<file path="config.mk">
export PLATFORM = sky130hd
export DESIGN_NAME = ibma_zero_find
export DESIGN_NICKNAME = d
export VERILOG_FILES = /design/src/assert_macros.svh /design/src/ibma_pkg.sv /design/src/ibma_zero_find.sv
export SDC_FILE = /design/constraint.sdc
export NUM_CORES = 1
export LEC_CHECK = 0
export ABC_AREA = 1
export BUFFER_PORTS_ARGS = -buffer_cell sky130_fd_sc_hd__buf_2
export CAP_MARGIN = 20
export CORE_AREA = 5 5 42 44
export DETAILED_ROUTE_END_ITERATION = 6
export DIE_AREA = 0 0 47 49
export PLACE_DENSITY = 0.64
export SLEW_MARGIN = 15
export SYNTH_ARGS = -nofsm -noshare
export SYNTH_HDL_FRONTEND = slang
export SYNTH_SLANG_ARGS = --single-unit
</file>
<file path="constraint.sdc">
create_clock -name vclk -period 1.4
set_input_delay 0.07 -clock vclk [all_inputs]
set_output_delay 0.07 -clock vclk [all_outputs]
set_load 0.1 [all_outputs]
</file>
<file path="src/assert_macros.svh">
// assertion macros used by the allocator rtl
`ifndef ASSERT_MACROS_SVH
`define ASSERT_MACROS_SVH
`ifndef SYNTH
// property that holds at every clock edge out of reset
`define CHECK_PROP(label, prop, msg) \
	label: assert property (@(posedge clk) disable iff (!arst_n) (prop)) else $error(msg);
// signal that must stay high out of reset
`define CHECK_HIGH(label, sig, msg) \
	label: assert property (@(posedge clk) disable iff (!arst_n) (sig)) else $error(msg);
`else
`define CHECK_PROP(label, prop, msg)
`define CHECK_HIGH(label, sig, msg)
`endif
`endif

</file>
<file path="src/ibma_pkg.sv">
package ibma_pkg;

	localparam int INODE_COUNT     = 64;
	localparam int BLOCK_COUNT     = 256;
	localparam int BLOCK_BYTES     = 512;
	localparam int DIRECT_POINTERS = 7;

	localparam int CMD_W    = 2;
	localparam int INODE_W  = 6;
	localparam int BLK_W    = 8;
	localparam int BOFF_W   = 9;
	localparam int SEG_W    = 10;
	localparam int TOTAL_W  = 12;
	localparam int STATUS_W = 2;

	localparam int WORD_W      = 32;
	localparam int BIT_W       = $clog2(WORD_W);
	localparam int INODE_WORDS = (INODE_COUNT + WORD_W - 1) / WORD_W;
	localparam int BLOCK_WORDS = (BLOCK_COUNT + WORD_W - 1) / WORD_W;
	localparam int IWW         = (INODE_WORDS > 1) ? $clog2(INODE_WORDS) : 1;
	localparam int BWW         = (BLOCK_WORDS > 1) ? $clog2(BLOCK_WORDS) : 1;
	localparam int K_W         = (DIRECT_POINTERS > 1) ? $clog2(DIRECT_POINTERS) : 1;
	localparam int PTR_DEPTH   = INODE_COUNT * DIRECT_POINTERS;
	localparam int PTR_AW      = $clog2(PTR_DEPTH);
	localparam int DONE_W      = $clog2(DIRECT_POINTERS * BLOCK_BYTES + 1);

	localparam logic [CMD_W-1:0] CMD_ALLOC = 2'd0;
	localparam logic [CMD_W-1:0] CMD_FREE  = 2'd1;
	localparam logic [CMD_W-1:0] CMD_WRITE = 2'd2;
	localparam logic [CMD_W-1:0] CMD_READ  = 2'd3;

	localparam logic [STATUS_W-1:0] STAT_OK        = 2'd0;
	localparam logic [STATUS_W-1:0] STAT_BAD_INODE = 2'd1;
	localparam logic [STATUS_W-1:0] STAT_NO_INODE  = 2'd2;

	typedef struct packed {
		logic [CMD_W-1:0]   command;
		logic [INODE_W-1:0] inode_index;
		logic [31:0]        byte_offset;
		logic [31:0]        byte_length;
	} req_t;

	typedef struct packed {
		logic [STATUS_W-1:0] status;
		logic [INODE_W-1:0]  new_inode;
		logic [BLK_W-1:0]    block_number;
		logic [BOFF_W-1:0]   block_offset;
		logic [SEG_W-1:0]    segment_bytes;
		logic                fresh_block;
		logic [TOTAL_W-1:0]  total_bytes;
		logic                last;
	} res_t;

	typedef struct packed {
		logic             found;
		logic [BIT_W-1:0] index;
	} find_t;

	typedef enum logic [3:0] {
		ST_IDLE, ST_DECODE, ST_ISRCH, ST_CLR, ST_ADONE, ST_FREE_RD, ST_FREE_WR,
		ST_SZ_RD, ST_SZ, ST_SEG, ST_PTR, ST_BSRCH, ST_END
	} state_t;

endpackage

</file>
<file path="src/ibma_zero_find.sv">
module ibma_zero_find
	import ibma_pkg::*;
(
	input  logic [WORD_W-1:0] word,
	output find_t             res
);

	// lowest clear bit of one bitmap word
	always_comb begin
		res = '0;
		for (int i = WORD_W - 1; i >= 0; i--) begin
			if (!word[i]) begin
				res.found = 1'b1;
				res.index = BIT_W'(i);
			end
		end
	end

endmodule

</file>
== Word-level counts from Yosys, hierarchy flattened ==
Index checks and enable logic that the tools add are counted.

* Bitwise gates (word level): 0
* $add $sub $neg: 0
* Muxes and demuxes: 32
* Equality and inequality tests: 0
* Div/mod/pow operators: 0
* Reductions and logical operators: 0
* $lt $le $gt $ge: 0
* $mul: 0
* Shift operators: 0

{| class="wikitable"
|+ Operators with widths
! operator !! count
|-
| $mux 6 || 32
|}

* ROM bits: 0
* RAM bits: 0
* Register bits after elaboration: 0
* Output and inout bits: 6
* Bits in latches: 0
* Memories kept: 0

== Depth between registers and ports, before layout ==
* Word-level depth: 32
* Depth in mapped cells: 29

== Worst setup path before layout ==
OpenSTA, ideal clock, no wires.

* Kind: in2out
* Start point: input port word[5]
* End point: output port res[3] (netlist bit)
* Stages on the path: 5
* Data required time: 1.330 ns
* Arrival: 2.651 ns
* Setup slack: -1.321 ns
* Path buffers: 0
* Cell sequence: nand2_1 > nor2_1 > inv_1 > nor2_1 > a21boi_0

{| class="wikitable"
|+ RTL lines
! what !! RTL line !! RTL
|-
| start: declaration || ibma_zero_find.sv:4 || <nowiki>input logic [WORD_W-1:0] word,</nowiki>
|-
| end: declaration || ibma_zero_find.sv:5 || <nowiki>output find_t res</nowiki>
|}

==> results.yml <==
timing:
  min_period_ns: 1.85
  slew_headroom_pct: 67.8
  hold_slack_ns: 0.485
  worstMarginPinSlew_ns: 0.486
  fin_crit_sh_pct: 132
  setup_violations: 2
  fmax_ghz: 0.541
  drv_slew: 0
  tns_ns: -0.825
  fin_ws_ns: -0.448
  rsz0062_at_grt: "true"
  hold_viol: 0
logic_synthesis:
  yosys.area_share.simple_pct: 74.2
  synth_mux_area_share_pct: 0
  postSynthCellCount: 78
  syn_nets: 110
  synth_fa_ha_area_share_pct: 0
  yosys_warnings: 0
  synthXorXnorAreaFrac_pct: 0
  synth_cell_types: 13
  ys_seq_area_share_pct: 0
  syn-cell-area_um2: 339
  synth_top_family_by_area: "simple AND/OR/NAND/NOR gates"
  synth-compound-area-share_pct: 20.3
  syn_avg_cell_area_um2: 4.35
global_route:
  antenna_found_initial: 0
  grt_util_all_layers_pct: 10.2
  overflow: 0
  grt_pass1_wl_um: 1940
  grt_max_degree: 5
  grt_pass1_vias: 561
route:
  drt-vias-per-instance: 4.52
  wl_per_cell_um: 8.74
  num_vias: 637
  drcViolationCount: 0
  ant_nets: 0
  wl_um: 1230
  drtIter0Drc: 8
  dr.pass1.iters: 4
min_path:
  hold_path_depth: 3
  hp-start: "word[2]"
  whs_endpoint: "res[1]"
  worst_hold_path_type: "input pin to primary output"
worst_setup_path:
  arrival_ns: 1.78
  crit_top_cell: "nand2_1"
  worst_setup_path_start_kind: "input pin"
  crit_path_end_kind: "primary output"
  required_ns: 1.33
  path_class: "input pin to primary output"
  cpMaxStageDelayCell: "buf_12"
  critPathMaxFanout: 2
  cp_slowest_stage_delay_ns: 0.19
placement:
  portBuffers: 38
  dpl.hpwl_um: 1110
  place.gp.congestion: 0.688
  post_dp_cell_area_um2: 732
floorplanning:
  rows: 14
  die_area_um2: 2300
  initial_core_util_pct: 24.2
  die_h_um: 49
  io_pins: 38
  fp.dieW_um: 47
  core_area_um2: 1400
cells_and_area:
  clkbuf_count: 0
  final_area_um2: 778
  mostFrequentLayoutCell: "nand2_1"
  nets: 159
  antenna_cells: 0
  seq_cell_count: 0
  register_area_um2: 0
  layout_common_cells: "39 x nand2_1, 31 x buf_2, 11 x nor2_1, 7 x buf_4, 5 x buf_12"
  syn_to_final_growth_pct: 130
  drive_gt1_share_pct: 45.6
power:
  power.density_nw_per_um2: 272
  power.leakage_nw: 0.401
  vdd_drop_max_uv: 145
cts:
  ctsHoldBuffers: 0
status:
  outcome: "complete, but fails checks"
  violations: "setup timing"
flow_run:
  maxCapViolCount: 0
-- report_power, final --
group	switching [mW]	total (mW)	internal [mW]
clock	0	0	0
combinational	0.112	0.211	0.100
sequential	0	0	0
-- worst max path at each step --
stage / endpoint / startpoint / slack, ns
after CTS: res[0] / word[31] / -0.50
after detailed placement: res[0] / word[31] / -0.52
after global routing: res[0] / word[31] / -0.75
after floorplan: res[0] / word[31] / -0.46
after global placement: res[0] / word[31] / -0.50
final: res[0] / word[31] / -0.45
-- area by class of cell --
class                           count  area, um^2
Tap cell                           16        20.0
Inverter                            5        31.3
Timing Repair Buffer               47         357
Fill cell                         151         623
Multi-Input combinational cell     73         370
-- per-layer routing --
| layer | share of wire [%] | vias to the layer above | routed length (um) | GRT usage [%] |
|---|---|---|---|---|
| met5 | 0 | - | 0 | 0 |
| met4 | 0 | 0 | 0 | 0 |
| met3 | 9.7 | 0 | 119 | 0.369 |
| met2 | 52 | 21 | 642 | 19.5 |
| met1 | 38 | 265 | 471 | 12.8 |
| li1 | - | 351 | - | - |
-- cell families (layout without fill, tap and decap cells) --
kind of cell           Yosys count  after routing
and+or+nand+nor                 63             63
AOI/OAI and AO/OA               10             10
buffers and inverters            5             52
-- metrics by stage --
step                      std cells  worst slack (ns)  total power [mW]  util (%)
after floorplan                  78            -0.465            0.0947         -
after global placement          140            -0.498             0.196      52.2
after detailed placement        140            -0.525             0.199      52.2
after CTS                       140            -0.496             0.206      53.8
after global routing            141            -0.749             0.232      55.5
final                           141            -0.448             0.211      55.5
-- worst max-delay path: cells and delay by family --
kind	cells	cell delay (ns)
compound gates	1	0.14
buf+inv	3	0.34
simple gates	27	1.23
-- cell usage after synthesis --
cell / instances / area, um^2
nand3_1: 4 / 20.0
a21boi_0: 1 / 7.51
a31oi_1: 2 / 12.5
o21a_1: 1 / 7.51
nand4_1: 4 / 25.0
inv_1: 5 / 18.8
a211oi_1: 2 / 15.0
nor2_1: 12 / 45.0
a21oi_1: 1 / 5.00
nand2_1: 43 / 161
o211ai_1: 1 / 7.51
a21oi_2: 1 / 8.76
o21ai_0: 1 / 5.00
-- repair_timing --
action | 4_1_cts | 5_1_grt
endpoints found under the setup margin | 2 | 2
gates resized for setup | 6 | 4
buffers inserted | 0 | 1
pin swaps | 11 | 11
No activity file was read; power rests on OpenSTA's default activity.
